**src/hdl/pnod_pkg.sv**
```systemverilog
// Shared types, constants, saturating helpers and the back-end micro-program.
package pnod_pkg;

  typedef struct packed {
    logic signed [63:0] pos_x;
    logic signed [63:0] pos_y;
    logic signed [63:0] pos_z;
    logic signed [63:0] vel_x;
    logic signed [63:0] vel_y;
    logic signed [63:0] vel_z;
  } request_t;

  typedef struct packed {
    logic signed [63:0] dpos_x;
    logic signed [63:0] dpos_y;
    logic signed [63:0] dpos_z;
    logic signed [63:0] accel_x;
    logic signed [63:0] accel_y;
    logic signed [63:0] accel_z;
    logic               fault;
  } result_t;

  typedef struct packed {
    request_t req;
    logic     zero_pos;
  } qentry_t;

  typedef struct packed {
    logic [63:0] v;
    logic        sat;
  } sat_t;

  localparam logic [7:0] CFG_CENTRAL_MASS = 8'd0;
  localparam logic [7:0] CFG_PN_TERM_MASK = 8'd1;

  localparam logic [63:0] Q_MAX = 64'h7FFF_FFFF_FFFF_FFFF;
  localparam logic [63:0] Q_MIN = 64'h8000_0000_0000_0000;

  localparam int SLOTS     = 32;
  localparam int PROG_LEN  = 59;
  localparam int QDEPTH    = 2;

  // Scratch slots; the first six name the fields of the current request.
  localparam logic [4:0] S_P0   = 5'd0;
  localparam logic [4:0] S_P1   = 5'd1;
  localparam logic [4:0] S_P2   = 5'd2;
  localparam logic [4:0] S_V0   = 5'd3;
  localparam logic [4:0] S_V1   = 5'd4;
  localparam logic [4:0] S_V2   = 5'd5;
  localparam logic [4:0] NUM_ITEM_SLOTS = 5'd6;
  localparam logic [4:0] S_RDOT = 5'd6;
  localparam logic [4:0] S_VSQR = 5'd7;
  localparam logic [4:0] S_MR   = 5'd8;
  localparam logic [4:0] S_F    = 5'd9;
  localparam logic [4:0] S_RD2  = 5'd10;
  localparam logic [4:0] S_MR2  = 5'd11;
  localparam logic [4:0] S_MR3  = 5'd12;
  localparam logic [4:0] S_A    = 5'd13;
  localparam logic [4:0] S_B    = 5'd14;
  localparam logic [4:0] S_T1   = 5'd15;
  localparam logic [4:0] S_T2   = 5'd16;
  localparam logic [4:0] S_ACC0 = 5'd29;
  localparam logic [4:0] S_ACC1 = 5'd30;
  localparam logic [4:0] S_ACC2 = 5'd31;

  typedef enum logic [3:0] {
    OP_SQR_R, OP_SQR_V, OP_DOT, OP_SQRT, OP_RDOT, OP_VSQR, OP_DIVM,
    OP_DIV, OP_MUL, OP_MULR, OP_ADD, OP_MOVK, OP_END
  } op_e;

  typedef enum logic [1:0] {C_ALWAYS, C_1PN, C_2PN, C_3PN} cond_e;

  typedef enum logic [2:0] {
    B_IDLE, B_FETCH, B_EXEC, B_WAIT_MUL, B_WAIT_DIV
  } back_state_e;

  typedef struct packed {
    op_e               op;
    cond_e             cond;
    logic [4:0]        dst;
    logic [4:0]        srca;
    logic [4:0]        srcb;
    logic              bimm;
    logic              nega;
    logic signed [5:0] k;
  } uop_t;

  function automatic uop_t u(op_e op, cond_e c, logic [4:0] d, logic [4:0] a,
                             logic [4:0] b, logic bi, logic ng, logic signed [5:0] k);
    uop_t r;
    r.op = op; r.cond = c; r.dst = d; r.srca = a; r.srcb = b;
    r.bimm = bi; r.nega = ng; r.k = k;
    return r;
  endfunction

  function automatic uop_t program_rom(logic [5:0] pc);
    uop_t r;
    r = u(OP_END, C_ALWAYS, '0, '0, '0, 1'b0, 1'b0, 6'sd0);
    case (pc)
      6'd0:  r = u(OP_SQR_R, C_ALWAYS, '0, S_P0, '0, 1'b0, 1'b0, 6'sd0);
      6'd1:  r = u(OP_SQR_R, C_ALWAYS, '0, S_P1, '0, 1'b0, 1'b0, 6'sd0);
      6'd2:  r = u(OP_SQR_R, C_ALWAYS, '0, S_P2, '0, 1'b0, 1'b0, 6'sd0);
      6'd3:  r = u(OP_SQR_V, C_ALWAYS, '0, S_V0, '0, 1'b0, 1'b0, 6'sd0);
      6'd4:  r = u(OP_SQR_V, C_ALWAYS, '0, S_V1, '0, 1'b0, 1'b0, 6'sd0);
      6'd5:  r = u(OP_SQR_V, C_ALWAYS, '0, S_V2, '0, 1'b0, 1'b0, 6'sd0);
      6'd6:  r = u(OP_DOT, C_ALWAYS, '0, S_P0, S_V0, 1'b0, 1'b0, 6'sd0);
      6'd7:  r = u(OP_DOT, C_ALWAYS, '0, S_P1, S_V1, 1'b0, 1'b0, 6'sd0);
      6'd8:  r = u(OP_DOT, C_ALWAYS, '0, S_P2, S_V2, 1'b0, 1'b0, 6'sd0);
      6'd9:  r = u(OP_SQRT, C_ALWAYS, '0, '0, '0, 1'b0, 1'b0, 6'sd0);
      6'd10: r = u(OP_RDOT, C_ALWAYS, S_RDOT, '0, '0, 1'b0, 1'b0, 6'sd0);
      6'd11: r = u(OP_VSQR, C_ALWAYS, S_VSQR, '0, '0, 1'b0, 1'b0, 6'sd0);
      6'd12: r = u(OP_DIVM, C_ALWAYS, S_MR, '0, '0, 1'b0, 1'b0, 6'sd0);
      6'd13: r = u(OP_DIV, C_ALWAYS, S_T1, S_MR, '0, 1'b0, 1'b0, 6'sd0);
      6'd14: r = u(OP_DIV, C_ALWAYS, S_F, S_T1, '0, 1'b0, 1'b0, 6'sd0);
      6'd15: r = u(OP_MUL, C_ALWAYS, S_RD2, S_RDOT, S_RDOT, 1'b0, 1'b0, 6'sd0);
      6'd16: r = u(OP_MUL, C_ALWAYS, S_MR2, S_MR, S_MR, 1'b0, 1'b0, 6'sd0);
      6'd17: r = u(OP_MUL, C_ALWAYS, S_MR3, S_MR2, S_MR, 1'b0, 1'b0, 6'sd0);
      6'd18: r = u(OP_MOVK, C_ALWAYS, S_A, '0, '0, 1'b1, 1'b0, 6'sd0);
      6'd19: r = u(OP_MOVK, C_ALWAYS, S_B, '0, '0, 1'b1, 1'b0, 6'sd0);
      6'd20: r = u(OP_MUL, C_1PN, S_T1, S_MR, '0, 1'b1, 1'b0, -6'sd4);
      6'd21: r = u(OP_ADD, C_1PN, S_T1, S_VSQR, S_T1, 1'b0, 1'b0, 6'sd0);
      6'd22: r = u(OP_ADD, C_1PN, S_A, S_A, S_T1, 1'b0, 1'b0, 6'sd0);
      6'd23: r = u(OP_MUL, C_1PN, S_T1, S_RDOT, '0, 1'b1, 1'b0, -6'sd4);
      6'd24: r = u(OP_ADD, C_1PN, S_B, S_B, S_T1, 1'b0, 1'b0, 6'sd0);
      6'd25: r = u(OP_MUL, C_2PN, S_T1, S_RD2, '0, 1'b1, 1'b0, -6'sd2);
      6'd26: r = u(OP_MUL, C_2PN, S_T2, S_MR, '0, 1'b1, 1'b0, 6'sd9);
      6'd27: r = u(OP_ADD, C_2PN, S_T1, S_T1, S_T2, 1'b0, 1'b0, 6'sd0);
      6'd28: r = u(OP_MUL, C_2PN, S_T1, S_MR, S_T1, 1'b0, 1'b0, 6'sd0);
      6'd29: r = u(OP_ADD, C_2PN, S_A, S_A, S_T1, 1'b0, 1'b0, 6'sd0);
      6'd30: r = u(OP_MUL, C_2PN, S_T1, S_MR, '0, 1'b1, 1'b0, 6'sd2);
      6'd31: r = u(OP_MUL, C_2PN, S_T1, S_T1, S_RDOT, 1'b0, 1'b0, 6'sd0);
      6'd32: r = u(OP_ADD, C_2PN, S_B, S_B, S_T1, 1'b0, 1'b0, 6'sd0);
      6'd33: r = u(OP_MUL, C_3PN, S_T1, S_MR3, '0, 1'b1, 1'b0, -6'sd16);
      6'd34: r = u(OP_MUL, C_3PN, S_T2, S_RD2, S_MR2, 1'b0, 1'b0, 6'sd0);
      6'd35: r = u(OP_ADD, C_3PN, S_T1, S_T1, S_T2, 1'b0, 1'b0, 6'sd0);
      6'd36: r = u(OP_ADD, C_3PN, S_A, S_A, S_T1, 1'b0, 1'b0, 6'sd0);
      6'd37: r = u(OP_MUL, C_3PN, S_T1, S_RDOT, '0, 1'b1, 1'b0, -6'sd4);
      6'd38: r = u(OP_MUL, C_3PN, S_T1, S_T1, S_MR2, 1'b0, 1'b0, 6'sd0);
      6'd39: r = u(OP_ADD, C_3PN, S_B, S_B, S_T1, 1'b0, 1'b0, 6'sd0);
      6'd40: r = u(OP_MUL, C_ALWAYS, S_T1, S_B, S_V0, 1'b0, 1'b0, 6'sd0);
      6'd41: r = u(OP_MULR, C_ALWAYS, S_T1, S_T1, '0, 1'b0, 1'b0, 6'sd0);
      6'd42: r = u(OP_MUL, C_ALWAYS, S_T2, S_A, S_P0, 1'b0, 1'b0, 6'sd0);
      6'd43: r = u(OP_ADD, C_ALWAYS, S_T2, S_P0, S_T2, 1'b0, 1'b0, 6'sd0);
      6'd44: r = u(OP_ADD, C_ALWAYS, S_T2, S_T2, S_T1, 1'b0, 1'b0, 6'sd0);
      6'd45: r = u(OP_MUL, C_ALWAYS, S_ACC0, S_F, S_T2, 1'b0, 1'b1, 6'sd0);
      6'd46: r = u(OP_MUL, C_ALWAYS, S_T1, S_B, S_V1, 1'b0, 1'b0, 6'sd0);
      6'd47: r = u(OP_MULR, C_ALWAYS, S_T1, S_T1, '0, 1'b0, 1'b0, 6'sd0);
      6'd48: r = u(OP_MUL, C_ALWAYS, S_T2, S_A, S_P1, 1'b0, 1'b0, 6'sd0);
      6'd49: r = u(OP_ADD, C_ALWAYS, S_T2, S_P1, S_T2, 1'b0, 1'b0, 6'sd0);
      6'd50: r = u(OP_ADD, C_ALWAYS, S_T2, S_T2, S_T1, 1'b0, 1'b0, 6'sd0);
      6'd51: r = u(OP_MUL, C_ALWAYS, S_ACC1, S_F, S_T2, 1'b0, 1'b1, 6'sd0);
      6'd52: r = u(OP_MUL, C_ALWAYS, S_T1, S_B, S_V2, 1'b0, 1'b0, 6'sd0);
      6'd53: r = u(OP_MULR, C_ALWAYS, S_T1, S_T1, '0, 1'b0, 1'b0, 6'sd0);
      6'd54: r = u(OP_MUL, C_ALWAYS, S_T2, S_A, S_P2, 1'b0, 1'b0, 6'sd0);
      6'd55: r = u(OP_ADD, C_ALWAYS, S_T2, S_P2, S_T2, 1'b0, 1'b0, 6'sd0);
      6'd56: r = u(OP_ADD, C_ALWAYS, S_T2, S_T2, S_T1, 1'b0, 1'b0, 6'sd0);
      6'd57: r = u(OP_MUL, C_ALWAYS, S_ACC2, S_F, S_T2, 1'b0, 1'b1, 6'sd0);
      default: r = u(OP_END, C_ALWAYS, '0, '0, '0, 1'b0, 1'b0, 6'sd0);
    endcase
    return r;
  endfunction

  function automatic logic [63:0] mag(logic [63:0] a);
    return a[63] ? (64'd0 - a) : a;
  endfunction

  // Saturate a magnitude with a sign into the signed 64-bit range.
  function automatic sat_t pack(logic neg, logic [127:0] m);
    sat_t r;
    r.sat = 1'b0;
    if (!neg) begin
      if (m > {64'd0, Q_MAX}) begin
        r.v = Q_MAX; r.sat = 1'b1;
      end else begin
        r.v = m[63:0];
      end
    end else begin
      if (m > {64'd0, Q_MIN}) begin
        r.v = Q_MIN; r.sat = 1'b1;
      end else begin
        r.v = 64'd0 - m[63:0];
      end
    end
    return r;
  endfunction

  function automatic sat_t sadd(logic [63:0] a, logic [63:0] b);
    sat_t        r;
    logic [63:0] s;
    s = a + b;
    r.v = s;
    r.sat = 1'b0;
    if (!a[63] && !b[63] && s[63]) begin
      r.v = Q_MAX; r.sat = 1'b1;
    end else if (a[63] && b[63] && !s[63]) begin
      r.v = Q_MIN; r.sat = 1'b1;
    end
    return r;
  endfunction

endpackage

```
**src/hdl/pnod_queue.sv**
```systemverilog
// Two-entry request queue between the front end and the back end.
module pnod_queue import pnod_pkg::*; (
  input  logic    clk,
  input  logic    rst,
  input  logic    push,
  input  qentry_t din,
  input  logic    pop,
  output qentry_t dout,
  output logic    full,
  output logic    empty
);

  qentry_t    entries [QDEPTH];
  logic       wr_ptr;
  logic       rd_ptr;
  logic [1:0] count;

  assign full  = (count == 2'(QDEPTH));
  assign empty = (count == 2'd0);
  assign dout  = entries[rd_ptr];

  always_ff @(posedge clk) begin
    if (rst) begin
      wr_ptr <= 1'b0;
      rd_ptr <= 1'b0;
      count  <= 2'd0;
    end else begin
      if (push) wr_ptr <= ~wr_ptr;
      if (pop) rd_ptr <= ~rd_ptr;
      if (push && !pop) count <= count + 2'd1;
      else if (pop && !push) count <= count - 2'd1;
    end
  end

  always_ff @(posedge clk) begin
    if (push) entries[wr_ptr] <= din;
  end

`ifndef NO_ASSERTIONS
  a_no_overflow: assert property (@(posedge clk) disable iff (rst) !(push && full))
    else $error("queue written while full");
  a_no_underflow: assert property (@(posedge clk) disable iff (rst) pop |-> !empty)
    else $error("queue read while empty");
  a_count_bound: assert property (@(posedge clk) disable iff (rst)
      count <= 2'(QDEPTH))
    else $error("queue count out of range");
`endif

endmodule

```
**config.mk**
```make
export PLATFORM = sky130hd
export DESIGN_NAME = pnod_queue
export DESIGN_NICKNAME = d
export VERILOG_FILES = /design/src/hdl/pnod_pkg.sv /design/src/hdl/pnod_queue.sv
export SDC_FILE = /design/constraint.sdc
export NUM_CORES = 1
export LEC_CHECK = 0
export ABC_AREA = 1
export BUFFER_PORTS_ARGS = -buffer_cell sky130_fd_sc_hd__buf_2
export CELL_PAD_IN_SITES_DETAIL_PLACEMENT = 1
export CELL_PAD_IN_SITES_GLOBAL_PLACEMENT = 2
export CORE_AREA = 2 2 302 304
export CTS_CLUSTER_SIZE = 20
export DETAILED_ROUTE_END_ITERATION = 12
export DIE_AREA = 0 0 304 306
export MAX_ROUTING_LAYER = met4
export PLACE_DENSITY = 0.71
export RECOVER_POWER = 25
export SLEW_MARGIN = 10
export SYNTH_ARGS = -nofsm -noshare
export SYNTH_HDL_FRONTEND = slang
export SYNTH_SLANG_ARGS = --single-unit
```
**constraint.sdc**
```tcl
create_clock -name clk -period 27 [get_ports clk]
set_input_delay 5.4 -clock clk [delete_from_list [all_inputs] [get_ports clk]]
set_output_delay 5.4 -clock clk [all_outputs]
set_load 0.005 [all_outputs]
```
# --- Yosys cells after proc, flatten, opt, wreduce, memory -nomap -nowiden ---
# Memory sizes are Yosys's and may differ from the RTL's. A register that Yosys moved wholly into a read port is not among the register bits.
# Index checks and enable logic that the tools add are counted.
word_totals:
  out_inout_bits: 387
  ram_bits: 770
  inputBits: 389
  reg_bits: 4
  word_cells: 21
  mem_count: 1
memory_table:
  columns: ["memory", "depth", "width", "rd", "rd_ports_with_merged_regs", "write_ports", "line", "source"]
  rows:
  - ["entries", 2, 385, 1, 1, 1, "pnod_queue.sv:13", "qentry_t entries [QDEPTH];"]
op_classes:
  reduce_logical: 6
  mux: 6
  eq_ne: 1
  add_sub_neg: 2
  n_bitwise: 2
ops:
  columns: ["cell", "n"]
  rows:
  - ["2-to-1 mux 1 bit", 4]
  - ["2-to-1 mux 2 bit", 2]
  - ["adder 2 x 1 -> 2 bit, second input constant", 1]
  - ["equality test 2 bit, second input constant", 1]
  - ["logical AND 1 bit", 2]
  - ["zero test 1 bit", 2]
  - ["zero test 2 bit", 1]
  - ["NOT 1 bit", 2]
  - ["nonzero test 2 bit", 1]
  - ["subtractor 2 x 1 -> 2 bit, second input constant", 1]

# --- Depth between registers and ports, before layout ---
# Gate-level depths: netlist of run 1.
logic_depth:
  ltp_word: 4
  mapped_depth: 8
  mapped_depth_nobuf: 8

# --- Worst setup path after synthesis of run 1 ---
# OpenSTA, ideal clock, no wires.
synth_path:
  path_type: "in2reg"
  startpoint: "input port push"
  endpoint: "memory entries[0][0] in the netlist's numbering (enable)"
  path_buffers: 0
  slack_ps: 4333
  path_stages: 2
  required_time_ps: 25848
  t_arrival_ps: 21515
  setup_time_ps: 1152
  cell_sequence: "inv_1 -> nor2_1"
synth_between:
  elab_chain_cells: 2
synth_rtl:
  columns: ["item", "line", "source"]
  rows:
  - ["start: declaration", "pnod_queue.sv:5", "input logic push,"]
  - ["2-to-1 mux 1 bit", "pnod_queue.sv:36", "if (push) entries[wr_ptr] <= din;"]
  - ["2-to-1 mux 1 bit (implied by the code)", "pnod_queue.sv:36", null]
  - ["end: declaration", "pnod_queue.sv:13", null]
# Every way passes these cells.

==> results.json, run 1 <==
{
  "avgViaCountPerCell": 4.43,
  "ff2ff_setup_slack_ns": 23.20,
  "die_h_um": 306,
  "fin_crit_sh": 0.376,
  "synth.largest_area_cell": "edfxtp_1",
  "grt_max_degree": 131,
  "synth_top_family_by_area": "multiplexers",
  "crit_cells": 5,
  "p_leak_nw": 13.0,
  "finalSetupViolCount": 0,
  "slew_violations": 0,
  "drt_first_pass_iters": 7,
  "r2r-start": "wr_ptr",
  "clock_sink_count": 775,
  "h-tree-depth": 3,
  "antenna_found_initial": 24,
  "crit_slowest_cell": "dfxtp_4",
  "clk-insertion-delay-late_ns": 0.63,
  "power.density_nw_per_um2": 77.4,
  "clockBufferDepth": 3,
  "cpPeakStageDelay_ns": 0.88,
  "setup_slack_ns": 16.86,
  "critPathLaunchType": "register",
  "grt_pass1_vias": 16300,
  "synth_xor_area_frac": 0.000310,
  "die_w_um": 304,
  "drtAntennaViolNets": 0,
  "tritoncts": "yes",
  "layout_common_cells": "edfxtp_1, buf_2, mux2_2",
  "synth_compound_area_frac": 0.000354,
  "totalWireLength_mm": 75.7,
  "synth-seq-cells": 775,
  "cp.buffers_inverters": 4,
  "wl_per_cell_um": 22.7,
  "yosysTopAreaCellShare": 0.818,
  "syn2layout_area_growth_pct": 26.9,
  "hold_path_depth": 2,
  "root_buffer": "clkbuf_16",
  "crit_arrival_ns": 4.74,
  "cp_top_family": "buffers and inverters",
  "synthSimpleGateAreaFrac": 0.00217,
  "hp-class": "reg -> reg",
  "max_slew.worst_pin.slew_ns": 1.06,
  "worstHoldStart": "rd_ptr",
  "final_common_cell": "edfxtp_1",
  "drc_errors": 0,
  "r2r_end": "entries[0][355]",
  "cts_resized": 0,
  "drive_gt1_frac": 0.546,
  "cp_max_fo": 80,
  "syn_nets": 1621,
  "rsz0062_at_grt": "no",
  "io_pins": 776,
  "core_sq_um": 89600,
  "clock_skew_ns": 0.0159,
  "grt.overflow.total": 0,
  "fill_cells": 9039,
  "postSynthAreaPerCell_sq_um": 23.0,
  "cts-buffers-inserted": 85,
  "cpMostUsedCell": "buf_4",
  "synth_adder_area_share": 0.000443,
  "place.gp.congestion": 0.906,
  "grt.total_usage": 0.163,
  "clkTransAtPathRegs_ns": 0.06,
  "cts_setup_buffers": 0,
  "reg2reg_depth": 4,
  "vdd_drop_max_mv": 0.0495,
  "end_kind": "primary output",
  "fin_setup_tns_ns": 0,
  "syn_inst": 1231,
  "yosys-mux-area-fraction": 0.157,
  "yosys_warnings": 0,
  "period_minus_slack_ns": 10.14,
  "start_util": 0.315,
  "drt-initial-drc-count": 746,
  "synth_cell_type_count": 17,
  "status": "completed",
  "dieArea_sq_um": 93000,
  "min_to": "rd_ptr",
  "cts_hold_buffers": 0,
  "nets": 2454,
  "port_buffers": 775,
  "max_freq_mhz": 98.6,
  "cp.required_ns": 21.60,
  "synth_area_leaders": "edfxtp_1, mux2_2, buf_6",
  "grt_pass1_wl_mm": 108,
  "cp_cell_sequence": "buf_4 -> buf_4 -> buf_4 -> mux2_2 -> buf_2",
  "post-place-ws_ns": 17.52,
  "report.final.hold_viol_count": 0,
  "path_class": "reg -> out",
  "slew_headroom": 0.292,
  "vias": 14800,
  "dp_hpwl_mm": 54.5,
  "drv_cap": 0,
  "syn_area_sq_um": 28300,
  "ys_seq_area_frac": 0.822,
  "rows": 110
}
## area by class of cell
cell class | count | area, sq um | area share
clock buffers | 114 | 2300 | 0.0641
diodes | 26 | 65.1 | 0.00181
repair buffers | 789 | 3840 | 0.107
flip-flops and latches | 775 | 23200 | 0.648
clock inverters | 42 | 357 | 0.00995
multi-input cells | 404 | 4550 | 0.127
well taps | 1176 | 1470 | 0.0410
inverters | 9 | 41.3 | 0.00115
## worst max-delay path by stage
stage,startpoint,end,slack [ns]
floorplan,push,entries[0][0],4.33
global placement,register,dout[223],17.66
detailed placement,register,dout[219],17.52
CTS,register,dout[219],16.80
global route,register,dout[152],16.52
finish,register,dout[219],16.86
## cell usage after synthesis
library cell and count:
o21ai_0 1, buf_2 3, mux2_4 30, dfxtp_1 5
a21oi_1 1, ha_1 1, nand2_1 5, nor2_1 7
edfxtp_1 770, nor3_1 1, nand3_1 1, mux2_1 2
nand4_1 1, buf_6 40, mux2_2 353, inv_1 9
xnor2_1 1
## tightest hold or removal path, cell delays in order (launching register included)
cell     delay [ns]
dfxtp_1        0.32
xnor2_1        0.09
nor2_1         0.08
## sequential cells by signal, summed over array words and instances (netlist names), named ones only
| register | count |
|---|---|
| count | 2 |
| entries | 770 |
| rd_ptr | 1 |
| wr_ptr | 1 |
## cell families (layout without fill, tap and decap cells)
group                      Yosys count  after routing
buffers and inverters               52            954
xor gates and xnor gates             1              1
and+or+nand+nor                     15             15
DFF                                775            775
AOI/OAI and AO/OA                    2              2
other                                0             26
adders and majority gates            1              1
muxes                              385            385
## routing by layer
| metal | up-vias | GRT usage | routed length, um |
|---|---|---|---|
| li1 | 6634 | - | - |
| met1 | 7411 | 0.160 | 25900 |
| met2 | 563 | 0.291 | 41300 |
| met3 | 170 | 0.0479 | 4980 |
| met4 | 0 | 0.0839 | 3490 |
| met5 | - | - | 0 |
## per-stage QoR
step	utilization	total power, mW	hold WS [ns]	instance area, sq um	cells
2_1_floorplan	-	1.60	0.480	28300	1231
3_3_place_gp	0.371	1.69	0.501	33300	3153
3_5_place_dp	0.371	1.70	0.512	33300	3153
4_1_cts	0.401	2.82	0.535	35900	3309
5_1_grt	0.400	2.88	0.582	35800	3332
6_report	0.400	2.78	0.520	35900	3335
## report_power, final
part | internal [mW] | total [mW] | leakage (nW) | switching [mW]
clock network | 0.647 | 1.10 | 1.27 | 0.458
logic | 0.121 | 0.254 | 4.43 | 0.132
registers | 1.40 | 1.42 | 7.27 | 0.0207
No activity file was read; power rests on OpenSTA's default activity.
==> run 2, diff against run 1 <==
Clock period 27 ns to 10.5 ns, I/O delays scaled along.
==> run 2 against run 1 <==
Against the previous run: global-route usage down 0.68 points; clock power rose to 2.7 times the previous value; non-clock buffer count down 6; cell count down 0.33%; first-iteration DRC count up 13%.
==> results.json, run 2 (synthesis gave the netlist of run 1 again) <==
{
  "status": "completed",
  "cp.required_ns": 8.40,
  "avgViaCountPerCell": 4.40,
  "reg2reg_depth": 3,
  "syn2layout_area_growth_pct": 27.1,
  "clkTransAtPathRegs_ns": 0.06,
  "dieArea_sq_um": 93000,
  "die_h_um": 306,
  "slew_headroom": 0.145,
  "rows": 110,
  "drtAntennaViolNets": 0,
  "critPathLaunchType": "register",
  "antenna_found_initial": 28,
  "vias": 14600,
  "max_freq_mhz": 184,
  "nets": 2449,
  "drt_first_pass_iters": 5,
  "rsz0062_at_grt": "no",
  "place.gp.congestion": 0.809,
  "cts_setup_buffers": 0,
  "vdd_drop_max_mv": 0.148,
  "fin_setup_tns_ns": 0,
  "drv_cap": 0,
  "finalNonFillerCells": 3324,
  "largest_register_ffs": 770,
  "clock_sink_count": 775,
  "cts-buffers-inserted": 86,
  "layout_common_cells": "edfxtp_1, buf_2, mux2_2",
  "drive_gt1_frac": 0.549,
  "period_minus_slack_ns": 5.43,
  "path_class": "reg -> out",
  "grt_max_degree": 171,
  "port_buffers": 775,
  "final_common_cell": "edfxtp_1",
  "hp-class": "reg -> reg",
  "cts_hold_buffers": 0,
  "max_slew.worst_pin.slew_ns": 1.28,
  "tritoncts": "yes",
  "clock_skew_ns": 0.0126,
  "hold_path_depth": 2,
  "grt_pass1_wl_mm": 105,
  "power.density_nw_per_um2": 201,
  "cts_resized": 0,
  "drc_errors": 0,
  "clk-insertion-delay-late_ns": 0.63,
  "dp_hpwl_mm": 50.6,
  "finalSetupViolCount": 0,
  "io_pins": 776,
  "reg.largest.list": "entries (770), count (2)",
  "end_kind": "primary output",
  "die_w_um": 304,
  "grt.overflow.total": 0,
  "drt-initial-drc-count": 843,
  "core_sq_um": 89600,
  "grt_pass1_vias": 16300,
  "report.final.hold_viol_count": 0,
  "slew_violations": 0,
  "dp.cells": 3147,
  "fin_crit_sh": 0.518,
  "cp_max_fo": 170,
  "p_leak_nw": 13.0,
  "wl_per_cell_um": 21.9,
  "start_util": 0.315,
  "h-tree-depth": 3,
  "top_register": "entries",
  "crit_arrival_ns": 3.33,
  "grt.total_usage": 0.156,
  "totalWireLength_mm": 72.7,
  "clockBufferDepth": 3,
  "root_buffer": "clkbuf_16"
}
run 2: changes by cell type in the layout (fill, tap and decap cells not counted), moves of 3 or more:
cell / change
buf_2: +3
clkbuf_1: -13
bufinv_16: +3
buf_12: +4
buf_4: -10
clkinv_2: +6
run 2: worst paths after layout:
kind | start | to | slack (ns)
hold / removal | rd_ptr | rd_ptr | 0.51
hold reg to reg | rd_ptr | rd_ptr | 0.51
setup / recovery | register | dout[147] | 5.07
setup reg to reg | wr_ptr | entries[0][128] | 7.35
run 2: worst max-delay path: stages (launching register included):
cell     delay [ns]
dfxtp_4        1.06
buf_12         0.56
mux2_2         0.44
buf_2          0.15
run 2: where the power goes:
group          switching [mW]  total (mW)  internal, mW
Clock                    1.21        2.93          1.72
Sequential             0.0462        3.64          3.59
Combinational           0.342       0.657         0.315
run 2: area by class of cell:
type	instances	area (sq um)
clock buffers	105	2240
well taps	1176	1470
multi-input cells	404	4550
diodes	24	60.1
clock inverters	48	485
fillers	9023	53700
flip-flops and latches	775	23200
inverters	9	41.3
repair buffers	783	3850
run 2: per-stage QoR:
| step | cell area [sq um] | power, mW | setup slack (ns) | util | hold WS, ns |
|---|---|---|---|---|---|
| floorplan | 28300 | 4.07 | 0.177 | - | 0.480 |
| global placement | 33300 | 4.35 | 5.44 | 0.372 | 0.497 |
| detailed placement | 33300 | 4.38 | 5.37 | 0.372 | 0.511 |
| CTS | 36000 | 7.33 | 5.05 | 0.402 | 0.525 |
| global route | 35900 | 7.49 | 4.89 | 0.401 | 0.584 |
| finish | 35900 | 7.22 | 5.07 | 0.401 | 0.512 |
run 2: per-layer routing:
metal  global-route usage  vias to the layer above  wire length, um
li1                     -                     6599                -
met1                0.162                     7373            26200
met2                0.268                      526            38200
met3               0.0523                      140             5580
met4               0.0705                        0             2730
met5                    -                        -                0
