[src/hdl/pnod_pkg.sv]
// Shared types, constants, saturating helpers and the back-end micro-program.
package pnod_pkg;

  typedef struct packed {
    logic signed [63:0] pos_x;
    logic signed [63:0] pos_y;
    logic signed [63:0] pos_z;
    logic signed [63:0] vel_x;
    logic signed [63:0] vel_y;
    logic signed [63:0] vel_z;
  } request_t;

  typedef struct packed {
    logic signed [63:0] dpos_x;
    logic signed [63:0] dpos_y;
    logic signed [63:0] dpos_z;
    logic signed [63:0] accel_x;
    logic signed [63:0] accel_y;
    logic signed [63:0] accel_z;
    logic               fault;
  } result_t;

  typedef struct packed {
    request_t req;
    logic     zero_pos;
  } qentry_t;

  typedef struct packed {
    logic [63:0] v;
    logic        sat;
  } sat_t;

  localparam logic [7:0] CFG_CENTRAL_MASS = 8'd0;
  localparam logic [7:0] CFG_PN_TERM_MASK = 8'd1;

  localparam logic [63:0] Q_MAX = 64'h7FFF_FFFF_FFFF_FFFF;
  localparam logic [63:0] Q_MIN = 64'h8000_0000_0000_0000;

  localparam int SLOTS     = 32;
  localparam int PROG_LEN  = 59;
  localparam int QDEPTH    = 2;

  // Scratch slots; the first six name the fields of the current request.
  localparam logic [4:0] S_P0   = 5'd0;
  localparam logic [4:0] S_P1   = 5'd1;
  localparam logic [4:0] S_P2   = 5'd2;
  localparam logic [4:0] S_V0   = 5'd3;
  localparam logic [4:0] S_V1   = 5'd4;
  localparam logic [4:0] S_V2   = 5'd5;
  localparam logic [4:0] NUM_ITEM_SLOTS = 5'd6;
  localparam logic [4:0] S_RDOT = 5'd6;
  localparam logic [4:0] S_VSQR = 5'd7;
  localparam logic [4:0] S_MR   = 5'd8;
  localparam logic [4:0] S_F    = 5'd9;
  localparam logic [4:0] S_RD2  = 5'd10;
  localparam logic [4:0] S_MR2  = 5'd11;
  localparam logic [4:0] S_MR3  = 5'd12;
  localparam logic [4:0] S_A    = 5'd13;
  localparam logic [4:0] S_B    = 5'd14;
  localparam logic [4:0] S_T1   = 5'd15;
  localparam logic [4:0] S_T2   = 5'd16;
  localparam logic [4:0] S_ACC0 = 5'd29;
  localparam logic [4:0] S_ACC1 = 5'd30;
  localparam logic [4:0] S_ACC2 = 5'd31;

  typedef enum logic [3:0] {
    OP_SQR_R, OP_SQR_V, OP_DOT, OP_SQRT, OP_RDOT, OP_VSQR, OP_DIVM,
    OP_DIV, OP_MUL, OP_MULR, OP_ADD, OP_MOVK, OP_END
  } op_e;

  typedef enum logic [1:0] {C_ALWAYS, C_1PN, C_2PN, C_3PN} cond_e;

  typedef enum logic [2:0] {
    B_IDLE, B_FETCH, B_EXEC, B_WAIT_MUL, B_WAIT_DIV
  } back_state_e;

  typedef struct packed {
    op_e               op;
    cond_e             cond;
    logic [4:0]        dst;
    logic [4:0]        srca;
    logic [4:0]        srcb;
    logic              bimm;
    logic              nega;
    logic signed [5:0] k;
  } uop_t;

  function automatic uop_t u(op_e op, cond_e c, logic [4:0] d, logic [4:0] a,
                             logic [4:0] b, logic bi, logic ng, logic signed [5:0] k);
    uop_t r;
    r.op = op; r.cond = c; r.dst = d; r.srca = a; r.srcb = b;
    r.bimm = bi; r.nega = ng; r.k = k;
    return r;
  endfunction

  function automatic uop_t program_rom(logic [5:0] pc);
    uop_t r;
    r = u(OP_END, C_ALWAYS, '0, '0, '0, 1'b0, 1'b0, 6'sd0);
    case (pc)
      6'd0:  r = u(OP_SQR_R, C_ALWAYS, '0, S_P0, '0, 1'b0, 1'b0, 6'sd0);
      6'd1:  r = u(OP_SQR_R, C_ALWAYS, '0, S_P1, '0, 1'b0, 1'b0, 6'sd0);
      6'd2:  r = u(OP_SQR_R, C_ALWAYS, '0, S_P2, '0, 1'b0, 1'b0, 6'sd0);
      6'd3:  r = u(OP_SQR_V, C_ALWAYS, '0, S_V0, '0, 1'b0, 1'b0, 6'sd0);
      6'd4:  r = u(OP_SQR_V, C_ALWAYS, '0, S_V1, '0, 1'b0, 1'b0, 6'sd0);
      6'd5:  r = u(OP_SQR_V, C_ALWAYS, '0, S_V2, '0, 1'b0, 1'b0, 6'sd0);
      6'd6:  r = u(OP_DOT, C_ALWAYS, '0, S_P0, S_V0, 1'b0, 1'b0, 6'sd0);
      6'd7:  r = u(OP_DOT, C_ALWAYS, '0, S_P1, S_V1, 1'b0, 1'b0, 6'sd0);
      6'd8:  r = u(OP_DOT, C_ALWAYS, '0, S_P2, S_V2, 1'b0, 1'b0, 6'sd0);
      6'd9:  r = u(OP_SQRT, C_ALWAYS, '0, '0, '0, 1'b0, 1'b0, 6'sd0);
      6'd10: r = u(OP_RDOT, C_ALWAYS, S_RDOT, '0, '0, 1'b0, 1'b0, 6'sd0);
      6'd11: r = u(OP_VSQR, C_ALWAYS, S_VSQR, '0, '0, 1'b0, 1'b0, 6'sd0);
      6'd12: r = u(OP_DIVM, C_ALWAYS, S_MR, '0, '0, 1'b0, 1'b0, 6'sd0);
      6'd13: r = u(OP_DIV, C_ALWAYS, S_T1, S_MR, '0, 1'b0, 1'b0, 6'sd0);
      6'd14: r = u(OP_DIV, C_ALWAYS, S_F, S_T1, '0, 1'b0, 1'b0, 6'sd0);
      6'd15: r = u(OP_MUL, C_ALWAYS, S_RD2, S_RDOT, S_RDOT, 1'b0, 1'b0, 6'sd0);
      6'd16: r = u(OP_MUL, C_ALWAYS, S_MR2, S_MR, S_MR, 1'b0, 1'b0, 6'sd0);
      6'd17: r = u(OP_MUL, C_ALWAYS, S_MR3, S_MR2, S_MR, 1'b0, 1'b0, 6'sd0);
      6'd18: r = u(OP_MOVK, C_ALWAYS, S_A, '0, '0, 1'b1, 1'b0, 6'sd0);
      6'd19: r = u(OP_MOVK, C_ALWAYS, S_B, '0, '0, 1'b1, 1'b0, 6'sd0);
      6'd20: r = u(OP_MUL, C_1PN, S_T1, S_MR, '0, 1'b1, 1'b0, -6'sd4);
      6'd21: r = u(OP_ADD, C_1PN, S_T1, S_VSQR, S_T1, 1'b0, 1'b0, 6'sd0);
      6'd22: r = u(OP_ADD, C_1PN, S_A, S_A, S_T1, 1'b0, 1'b0, 6'sd0);
      6'd23: r = u(OP_MUL, C_1PN, S_T1, S_RDOT, '0, 1'b1, 1'b0, -6'sd4);
      6'd24: r = u(OP_ADD, C_1PN, S_B, S_B, S_T1, 1'b0, 1'b0, 6'sd0);
      6'd25: r = u(OP_MUL, C_2PN, S_T1, S_RD2, '0, 1'b1, 1'b0, -6'sd2);
      6'd26: r = u(OP_MUL, C_2PN, S_T2, S_MR, '0, 1'b1, 1'b0, 6'sd9);
      6'd27: r = u(OP_ADD, C_2PN, S_T1, S_T1, S_T2, 1'b0, 1'b0, 6'sd0);
      6'd28: r = u(OP_MUL, C_2PN, S_T1, S_MR, S_T1, 1'b0, 1'b0, 6'sd0);
      6'd29: r = u(OP_ADD, C_2PN, S_A, S_A, S_T1, 1'b0, 1'b0, 6'sd0);
      6'd30: r = u(OP_MUL, C_2PN, S_T1, S_MR, '0, 1'b1, 1'b0, 6'sd2);
      6'd31: r = u(OP_MUL, C_2PN, S_T1, S_T1, S_RDOT, 1'b0, 1'b0, 6'sd0);
      6'd32: r = u(OP_ADD, C_2PN, S_B, S_B, S_T1, 1'b0, 1'b0, 6'sd0);
      6'd33: r = u(OP_MUL, C_3PN, S_T1, S_MR3, '0, 1'b1, 1'b0, -6'sd16);
      6'd34: r = u(OP_MUL, C_3PN, S_T2, S_RD2, S_MR2, 1'b0, 1'b0, 6'sd0);
      6'd35: r = u(OP_ADD, C_3PN, S_T1, S_T1, S_T2, 1'b0, 1'b0, 6'sd0);
      6'd36: r = u(OP_ADD, C_3PN, S_A, S_A, S_T1, 1'b0, 1'b0, 6'sd0);
      6'd37: r = u(OP_MUL, C_3PN, S_T1, S_RDOT, '0, 1'b1, 1'b0, -6'sd4);
      6'd38: r = u(OP_MUL, C_3PN, S_T1, S_T1, S_MR2, 1'b0, 1'b0, 6'sd0);
      6'd39: r = u(OP_ADD, C_3PN, S_B, S_B, S_T1, 1'b0, 1'b0, 6'sd0);
      6'd40: r = u(OP_MUL, C_ALWAYS, S_T1, S_B, S_V0, 1'b0, 1'b0, 6'sd0);
      6'd41: r = u(OP_MULR, C_ALWAYS, S_T1, S_T1, '0, 1'b0, 1'b0, 6'sd0);
      6'd42: r = u(OP_MUL, C_ALWAYS, S_T2, S_A, S_P0, 1'b0, 1'b0, 6'sd0);
      6'd43: r = u(OP_ADD, C_ALWAYS, S_T2, S_P0, S_T2, 1'b0, 1'b0, 6'sd0);
      6'd44: r = u(OP_ADD, C_ALWAYS, S_T2, S_T2, S_T1, 1'b0, 1'b0, 6'sd0);
      6'd45: r = u(OP_MUL, C_ALWAYS, S_ACC0, S_F, S_T2, 1'b0, 1'b1, 6'sd0);
      6'd46: r = u(OP_MUL, C_ALWAYS, S_T1, S_B, S_V1, 1'b0, 1'b0, 6'sd0);
      6'd47: r = u(OP_MULR, C_ALWAYS, S_T1, S_T1, '0, 1'b0, 1'b0, 6'sd0);
      6'd48: r = u(OP_MUL, C_ALWAYS, S_T2, S_A, S_P1, 1'b0, 1'b0, 6'sd0);
      6'd49: r = u(OP_ADD, C_ALWAYS, S_T2, S_P1, S_T2, 1'b0, 1'b0, 6'sd0);
      6'd50: r = u(OP_ADD, C_ALWAYS, S_T2, S_T2, S_T1, 1'b0, 1'b0, 6'sd0);
      6'd51: r = u(OP_MUL, C_ALWAYS, S_ACC1, S_F, S_T2, 1'b0, 1'b1, 6'sd0);
      6'd52: r = u(OP_MUL, C_ALWAYS, S_T1, S_B, S_V2, 1'b0, 1'b0, 6'sd0);
      6'd53: r = u(OP_MULR, C_ALWAYS, S_T1, S_T1, '0, 1'b0, 1'b0, 6'sd0);
      6'd54: r = u(OP_MUL, C_ALWAYS, S_T2, S_A, S_P2, 1'b0, 1'b0, 6'sd0);
      6'd55: r = u(OP_ADD, C_ALWAYS, S_T2, S_P2, S_T2, 1'b0, 1'b0, 6'sd0);
      6'd56: r = u(OP_ADD, C_ALWAYS, S_T2, S_T2, S_T1, 1'b0, 1'b0, 6'sd0);
      6'd57: r = u(OP_MUL, C_ALWAYS, S_ACC2, S_F, S_T2, 1'b0, 1'b1, 6'sd0);
      default: r = u(OP_END, C_ALWAYS, '0, '0, '0, 1'b0, 1'b0, 6'sd0);
    endcase
    return r;
  endfunction

  function automatic logic [63:0] mag(logic [63:0] a);
    return a[63] ? (64'd0 - a) : a;
  endfunction

  // Saturate a magnitude with a sign into the signed 64-bit range.
  function automatic sat_t pack(logic neg, logic [127:0] m);
    sat_t r;
    r.sat = 1'b0;
    if (!neg) begin
      if (m > {64'd0, Q_MAX}) begin
        r.v = Q_MAX; r.sat = 1'b1;
      end else begin
        r.v = m[63:0];
      end
    end else begin
      if (m > {64'd0, Q_MIN}) begin
        r.v = Q_MIN; r.sat = 1'b1;
      end else begin
        r.v = 64'd0 - m[63:0];
      end
    end
    return r;
  endfunction

  function automatic sat_t sadd(logic [63:0] a, logic [63:0] b);
    sat_t        r;
    logic [63:0] s;
    s = a + b;
    r.v = s;
    r.sat = 1'b0;
    if (!a[63] && !b[63] && s[63]) begin
      r.v = Q_MAX; r.sat = 1'b1;
    end else if (a[63] && b[63] && !s[63]) begin
      r.v = Q_MIN; r.sat = 1'b1;
    end
    return r;
  endfunction

endpackage

[src/hdl/pnod_front.sv]
// Front end: takes requests and flags those whose position is exactly zero.
module pnod_front import pnod_pkg::*; (
  input  logic     start,
  input  logic     full,
  input  request_t request,
  output logic     busy,
  output logic     push,
  output qentry_t  entry
);

  assign busy = full;
  assign push = start && !full;

  // A zero position means a zero radius; the back end skips all arithmetic for it.
  always_comb begin
    entry.req      = request;
    entry.zero_pos = (request.pos_x == '0) && (request.pos_y == '0) &&
                     (request.pos_z == '0);
  end

endmodule

[config.mk]
export PLATFORM = sky130hd
export DESIGN_NAME = pnod_front
export DESIGN_NICKNAME = d
export VERILOG_FILES = /design/src/hdl/pnod_pkg.sv /design/src/hdl/pnod_front.sv
export SDC_FILE = /design/constraint.sdc
export NUM_CORES = 1
export LEC_CHECK = 0
export BUFFER_PORTS_ARGS = -buffer_cell sky130_fd_sc_hd__buf_2
export CORE_AREA = 5 5 297 299
export DETAILED_ROUTE_END_ITERATION = 16
export DIE_AREA = 0 0 302 304
export GPL_ROUTABILITY_DRIVEN = 0
export REMOVE_ABC_BUFFERS = 1
export SLEW_MARGIN = 20
export SYNTH_ARGS = -nofsm -noshare
export SYNTH_HDL_FRONTEND = slang
export SYNTH_SLANG_ARGS = --single-unit
[constraint.sdc]
create_clock -name vclk -period 1.95
set_input_delay 0.2925 -clock vclk [all_inputs]
set_output_delay 0.2925 -clock vclk [all_outputs]
set_load 0.01 [all_outputs]
# Yosys cells after proc, flatten, opt, wreduce, memory -nomap -nowiden
# Index checks and enable logic that the tools add are counted.
# op_classes
n_reduce_logical	7
# op_table
op	n
$logic_not 64->1	3
$logic_and 1x1->1	3
$logic_not 1->1	1
# totals
reg_bits	0
input_bits	386
out_inout_bits	387
word_cells	7

# Depth between registers and ports, before layout
# Gate-level depths: netlist of run 1.
# logic_depth
ltp_word	3
depth_mapped	4
depth_no_buf	4

# Worst setup path after synthesis of run 1
# Ideal clock, no wire load.
# synth_path
kind	input-to-output
start	input request[194] (netlist bit)
end	output entry[0] (netlist bit)
t_arrival_ns	1.110
required_ns	1.657
setup_slack_ns	0.548
path_stages	4
path_buffers	0
path_cell_list	nor4_1 -> nand4_1 -> nor4_1 -> and3_1
# synth_rtl
element	line	text
start, declared	pnod_front.sv:5	input request_t request,
end, declared	pnod_front.sv:8	output qentry_t entry

==> out/qor.tcl, run 1 <==
set qor(outcome) {complete, but fails checks}
set qor(violations) {setup timing}
set qor(design.die.area_mm2) 0.0918
set qor(starting_density_of_the_core) 0.0390
set qor(path_cells) {buf_2, nor4_1, nand4_1, nor4_2, buf_4, and3_4, buf_12}
set qor(timing.final.setup_violations) 1
set qor(power.density_mw_per_mm2) 183
set qor(design.core.area_mm2) 0.0849
set qor(synth_sequential_area_ratio) 0
set qor(fp.dieW_um) 302
set qor(setup_ws_ns) -0.605
set qor(syn_area_mm2) 0.00331
set qor(cts_setup_buffers) 0
set qor(regArea_um2) 0
set qor(slowest_cell_on_crit_path) {nand4_1}
set qor(timing.critical_path.required_ns) 1.66
set qor(grt_max_degree) 3
set qor(min_period_ns) 2.56
set qor(synth-adder-area-share) 0
set qor(portBuffers) 389
set qor(grt_pass1_vias) 3506
set qor(ys_top_cells_by_area) {buf_4 (87%), nor4_1 (9.3%), nand4_1 (2.3%)}
set qor(grt_pass1_wl_mm) 89.1
set qor(count_of_standard_cell_rows) 107
set qor(timing.critical_path.to) {entry[0]}
set qor(antenna_left) 0
set qor(clock_buffer_count) 0
set qor(first_iter_violations) 185
set qor(avgSynthCellArea_um2) 7.35
set qor(area.growth.synth_to_final_pct) 25.5
set qor(final_layout_size_suffix_gt1_frac) 0.892
set qor(num_vias) 3793
set qor(yosysTopAreaCell) {buf_4}
set qor(final_cell_area_mm2) 0.00415
set qor(totalPowerFinal_mw) 0.761
set qor(yosys.cell_types.count) 6
set qor(dpl.hpwl_mm) 75.0
set qor(postSynthCellCount) 450
set qor(fin_nets) 869
set qor(power.leakage_nw) 1.71
set qor(ys_warn_count) 0
set qor(placement.cell_area_mm2) 0.00403
set qor(timing.setup.critical_path_class) {primary input to primary output}
set qor(post_synth_top_area_share) 0.873
set qor(yosys.area_share.xor_xnor) 0
set qor(cts.hold.buffers_added) 0
set qor(drtPass1Iterations) 4
set qor(die_h_um) 304
set qor(slew_headroom) 0.517
set qor(vias_per_cell) 2.31
set qor(timing.critical_path.to_type) {primary output}
set qor(postRouteWirelength_mm) 83.0
set qor(finish.cell_count_without_fillers) 1640
set qor(pre_cts_slack_ns) -0.795
set qor(post_drt_wl_per_cell_um) 50.6
set qor(cp-startpoint) {request[282]}
set qor(worst_setup_path_start_kind) {primary input}
set qor(design.portCount) 773
set qor(cp_slowest_stage_delay_ns) 0.60
set qor(tns_ns) -0.605
set qor(rsz0062_at_grt) {true}
set qor(hold_viol) 0
set qor(drcViolationCount) 0
set qor(final_util) 0.0489
set qor(timing_max_transition_violations_final) 0
set qor(grt_overflow) 0
set qor(synthSimpleGateAreaFrac) 0.127
set qor(achievable-frequency_mhz) 391
set qor(min_period_over_period) 1.31
set qor(synth-compound-area-share) 0
set qor(max-vdd-ir-drop_mv) 0.0715
set qor(multiplexer_share_of_the_synthesized_area) 0
set qor(flops_and_latches) 0
set qor(hold_class) {primary input to primary output}
set qor(grt.total_usage) 0.170
set qor(max_slew.worst_pin.slew_ns) 0.722
set qor(worstPathMaxFanout) 2
set qor(drv_cap) 0
set qor(combinational_family_with_the_most_area_after_synthesis) {buffers and inverters}
set qor(cp_data_arrival_time_ns) 2.26
set qor(grt_antenna_before_repair) 41
set qor(placedCellCount) 1625
set qor(layout_commonest_cell) {buf_2}
set qor(holdWs_ns) 0.585
set qor(final_cell_mix) {buf_2 (386), nor4_1 (39), buf_4 (27), nand4_1 (12), nor4_2 (10)}
[critical path, delay by kind of cell]
kind / cells / cell delay, ns
simple gates: 4 / 1.53
buf+inv: 3 / 0.43
[repair_timing]
action / in CTS / in global routing
pin swaps: 5 / 3
gates resized for setup: 12 / 3
endpoints found under the setup margin: 1 / 1
[layer usage]
metal / track usage / vias to the layer above / share of wire
met5: 0.0693 / - / 0.013
met4: 0.0173 / 38 / 0.016
met3: 0.245 / 72 / 0.30
met2: 0.221 / 928 / 0.36
met1: 0.152 / 1570 / 0.32
li1: - / 1185 / -
[logic make-up (layout without fill, tap and decap cells)]
| group | count (synthesis) | in the layout |
|---|---|---|
| buf+inv | 385 | 416 |
| other cells | 0 | 15 |
| simple gates | 65 | 65 |
[synth_stat cells]
| cell | number |
|---|---|
| and3_1 | 1 |
| buf_4 | 385 |
| nand4_1 | 12 |
| nor2b_1 | 1 |
| nor4_1 | 49 |
| nor4_2 | 2 |
[where the power goes]
group / switching [mW] / leakage (nW) / total (mW) / internal [mW]
logic: 0.440 / 1.71 / 0.761 / 0.321
registers: 0 / 0 / 0 / 0
clock network: 0 / 0.0000951 / 0.00000108 / 0.00000108
[how the worst min path moves through the flow]
stage | from | endpoint | slack, ns | cells after the start
after detailed placement | request[0] | entry[1] | 0.59 | 0
after global routing | request[35] | entry[36] | 0.59 | 0
after floorplan | full | busy | 0.59 | 0
after CTS | request[0] | entry[1] | 0.59 | 0
final | request[35] | entry[36] | 0.59 | 0
after global placement | request[0] | entry[1] | 0.59 | 0
[area by class of cell]
class | instances | area, um2
well taps | 1144 | 1430
fillers | 10204 | 80700
repair buffers | 416 | 2180
diodes | 15 | 37.5
multi-input cells | 65 | 504
No activity file was read; power rests on OpenSTA's default activity.
==> inputs of run 2 (changes only) <==
--- a/config.mk
+++ b/config.mk
@@ -5,11 +5,11 @@
 export SDC_FILE = /design/constraint.sdc
 export NUM_CORES = 1
 export LEC_CHECK = 0
+export ABC_AREA = 1
 export BUFFER_PORTS_ARGS = -buffer_cell sky130_fd_sc_hd__buf_2
-export CORE_AREA = 5 5 297 299
+export CORE_AREA = 5 5 298 300
 export DETAILED_ROUTE_END_ITERATION = 16
-export DIE_AREA = 0 0 302 304
-export GPL_ROUTABILITY_DRIVEN = 0
+export DIE_AREA = 0 0 303 305
 export REMOVE_ABC_BUFFERS = 1
 export SLEW_MARGIN = 20
 export SYNTH_ARGS = -nofsm -noshare
==> run 2 against run 1 <==
Effect of this change: the run now ends clean; count of clock-buffer cells in the layout unchanged; critical path depth is 3 higher; non-clock buffer count is 7 lower; die area up 0.66%; critical path type unchanged; critical endpoint unchanged; highest routed layer unchanged.
==> out/qor.tcl, run 2 <==
set qor(worst_path_dominant_cell_family) {simple AND/OR/NAND/NOR gates}
set qor(clock_buffer_count) 0 ;# unchanged
set qor(grt_pass1_wl_mm) 74.6 ;# -16%
set qor(design.die.area_mm2) 0.0924 ;# +0.66%
set qor(postRouteWirelength_mm) 69.0 ;# -17%
set qor(num-fill-cells) 10270 ;# +0.65%
set qor(yosys.area_share.xor_xnor) 0 ;# unchanged
set qor(starting_density_of_the_core) 0.0426 ;# +0.00361
set qor(hold_viol) 0 ;# unchanged
set qor(critical_path_buf_inv_count) 3 ;# unchanged
set qor(vias_per_cell) 2.19 ;# -5.4%
set qor(fin_nets) 984 ;# +13%
set qor(multiplexer_share_of_the_synthesized_area) 0 ;# unchanged
set qor(grt_overflow) 0 ;# unchanged
set qor(drtPass1Iterations) 4 ;# unchanged
set qor(post_synth_top_area_share) 0.789 ;# -0.0839
set qor(min-delay-start) {request[32]}
set qor(grt_antenna_before_repair) 11 ;# -73%
set qor(synthSimpleGateAreaFrac) 0.185 ;# +0.0582
set qor(flops_and_latches) 0 ;# unchanged
set qor(avgSynthCellArea_um2) 6.40 ;# -13%
set qor(timing.critical_path.to_type) {primary output}
set qor(design.portCount) 773 ;# unchanged
set qor(setup_ws_ns) 0.193 ;# +0.798 ns
set qor(first_iter_violations) 250 ;# +35%
set qor(power.leakage_nw) 2.05 ;# +20%
set qor(fp.dieW_um) 303 ;# +0.33%
set qor(max-vdd-ir-drop_mv) 0.0579 ;# -19%
set qor(finalWeightedCongestion) 0.987
set qor(met1Wirelength_mm) 18.9 ;# -28%
set qor(min_period_ns) 1.76 ;# -0.798 ns
set qor(cp_data_arrival_time_ns) 1.46 ;# -0.80 ns
set qor(timing.setup.critical_path_class) {primary input to primary output}
set qor(area.growth.synth_to_final_pct) 20.5
set qor(timing.final.setup_violations) 0 ;# -1
set qor(critical_path.most_common_cell) {nor2_4}
set qor(syn_area_mm2) 0.00366 ;# +11%
set qor(routed-wl-met2_mm) 28.0 ;# -5.6%
set qor(achievable-frequency_mhz) 569 ;# +45%
set qor(worst_setup_path_start_kind) {primary input}
set qor(design.core.area_mm2) 0.0859 ;# +1.3%
set qor(rsz0062_at_grt) {false}
set qor(post_synth_most_frequent_cells) {buf_4 (385), nor2_1 (103), nand2_1 (33), inv_1 (25), nand4_1 (13)}
set qor(hold_class) {primary input to primary output}
set qor(timing_max_transition_violations_final) 0 ;# unchanged
set qor(most_common_cell_in_the_synthesized_netlist) {buf_4}
set qor(layout_commonest_cell) {buf_2}
set qor(synth-compound-area-share) 0 ;# unchanged
set qor(regArea_um2) 0 ;# unchanged
set qor(timing.critical_path.required_ns) 1.66 ;# about the same
set qor(grt_pass1_vias) 3664 ;# +4.5%
set qor(post_drt_wl_per_cell_um) 39.2 ;# -23%
set qor(power.density_mw_per_mm2) 163 ;# -11%
set qor(slowest_cell_on_crit_path) {buf_6}
set qor(postSynthCellCount) 572 ;# +27%
set qor(min_period_over_period) 0.901 ;# -0.409
set qor(totalPowerFinal_mw) 0.721 ;# -5.3%
set qor(multi_input_comb_area_um2) 734 ;# +46%
set qor(count_of_standard_cell_rows) 108 ;# +0.93%
set qor(ys_warn_count) 0 ;# unchanged
set qor(grt.total_usage) 0.139 ;# -0.0305
set qor(synth-adder-area-share) 0 ;# unchanged
set qor(cp_slowest_stage_delay_ns) 0.18 ;# -0.42 ns
set qor(max_slew.worst_pin.slew_ns) 0.272 ;# -0.450 ns
set qor(num_vias) 3848 ;# +1.5%
set qor(final_cell_mix) {buf_2 (389), nor2_1 (97), nand2_1 (30), inv_1 (25), buf_4 (17)}
set qor(outcome) {finished, final reports clean}
set qor(top_signal_layer_used) {met5}
set qor(slew_headroom) 0.819 ;# +0.302
set qor(holdWs_ns) 0.585 ;# +0.0000930 ns
set qor(combinational_family_with_the_most_area_after_synthesis) {buffers and inverters}
set qor(portBuffers) 389 ;# unchanged
set qor(drv_cap) 0 ;# unchanged
set qor(ys_top_cells_by_area) {buf_4 (79%), nor2_1 (11%), nand2_1 (3.4%)}
set qor(met3_wirelength_mm) 19.1 ;# -23%
set qor(final_layout_size_suffix_gt1_frac) 0.710 ;# -0.182
set qor(synth_sequential_area_ratio) 0 ;# unchanged
set qor(worstPathMaxFanout) 2 ;# unchanged
set qor(cp-startpoint) {request[309]}
set qor(drcViolationCount) 0 ;# unchanged
set qor(die_h_um) 305 ;# +0.33%
set qor(yosys.cell_types.count) 10 ;# +4
set qor(pre_cts_slack_ns) -0.385 ;# +0.410 ns
set qor(grt_max_degree) 3 ;# unchanged
set qor(antenna_left) 0 ;# unchanged
set qor(dpl.hpwl_mm) 60.9 ;# -19%
set qor(path_cells) {buf_2, nor2_2, nand4_1, buf_6, nor2_4, nand2_4, nor2_4, nand2_2, nor2_4, buf_2}
set qor(yosysTopAreaCell) {buf_4}
==> run 2: changes by cell type after synthesis, sizes merged, moves of 2 or more <==
cell	before	now
nand4	12	14
nor2	0	106
and2	0	6
nand2	0	34
nor3	0	2
inv	0	25
nor4	51	0
==> run 2: repair_timing <==
item                       CTS  global route
pin swaps                    8             4
setup endpoints to repair    1             1
hold buffers                 0             0
gates resized for setup     14             4
gates cloned                 0             0
hold endpoints to repair     0             0
buffers inserted             0             0
==> run 2: power by group <==
group | leakage, nW | internal [mW] | switching [mW]
registers | 0 | 0 | 0
clock network | 0.0000507 | 0.000000551 | 0
logic | 2.05 | 0.328 | 0.393
total | 2.05 | 0.328 | 0.393
==> run 2: cell families (layout without fill, tap and decap cells) <==
group | Yosys count | count (layout)
buf+inv | 410 | 434
other cells | 0 | 8
simple gates | 162 | 162
==> run 2: final timing paths <==
kind | endpoint | slack [ns] | cells after the start
setup / recovery | entry[0] | 0.19 | 10
hold / removal | entry[33] | 0.59 | 0
==> run 2: layer usage <==
layer	up-vias	GRT usage
met3	58	0.182
met5	-	0.0810
li1	1400	-
met1	1538	0.106
met4	14	0.0287
met2	838	0.208
==> run 2: final cells by class <==
class                           count  area share
Timing Repair Buffer              409       0.480
Multi-Input combinational cell    162       0.167
Tap cell                         1155       0.328
Antenna cell                        8     0.00454
Inverter                           25      0.0213
==> run 2: metrics by stage <==
| step | util | setup TNS [ns] | std cells | cell area (um2) |
|---|---|---|---|---|
| after floorplan | - | 0 | 187 | 771 |
| final | 0.0513 | 0 | 1759 | 4410 |
| after global routing | 0.0513 | 0 | 1759 | 4410 |
| after CTS | 0.0509 | 0 | 1751 | 4380 |
| after detailed placement | 0.0505 | -0.385 | 1753 | 4340 |
| after global placement | 0.0505 | -0.376 | 1753 | 4340 |
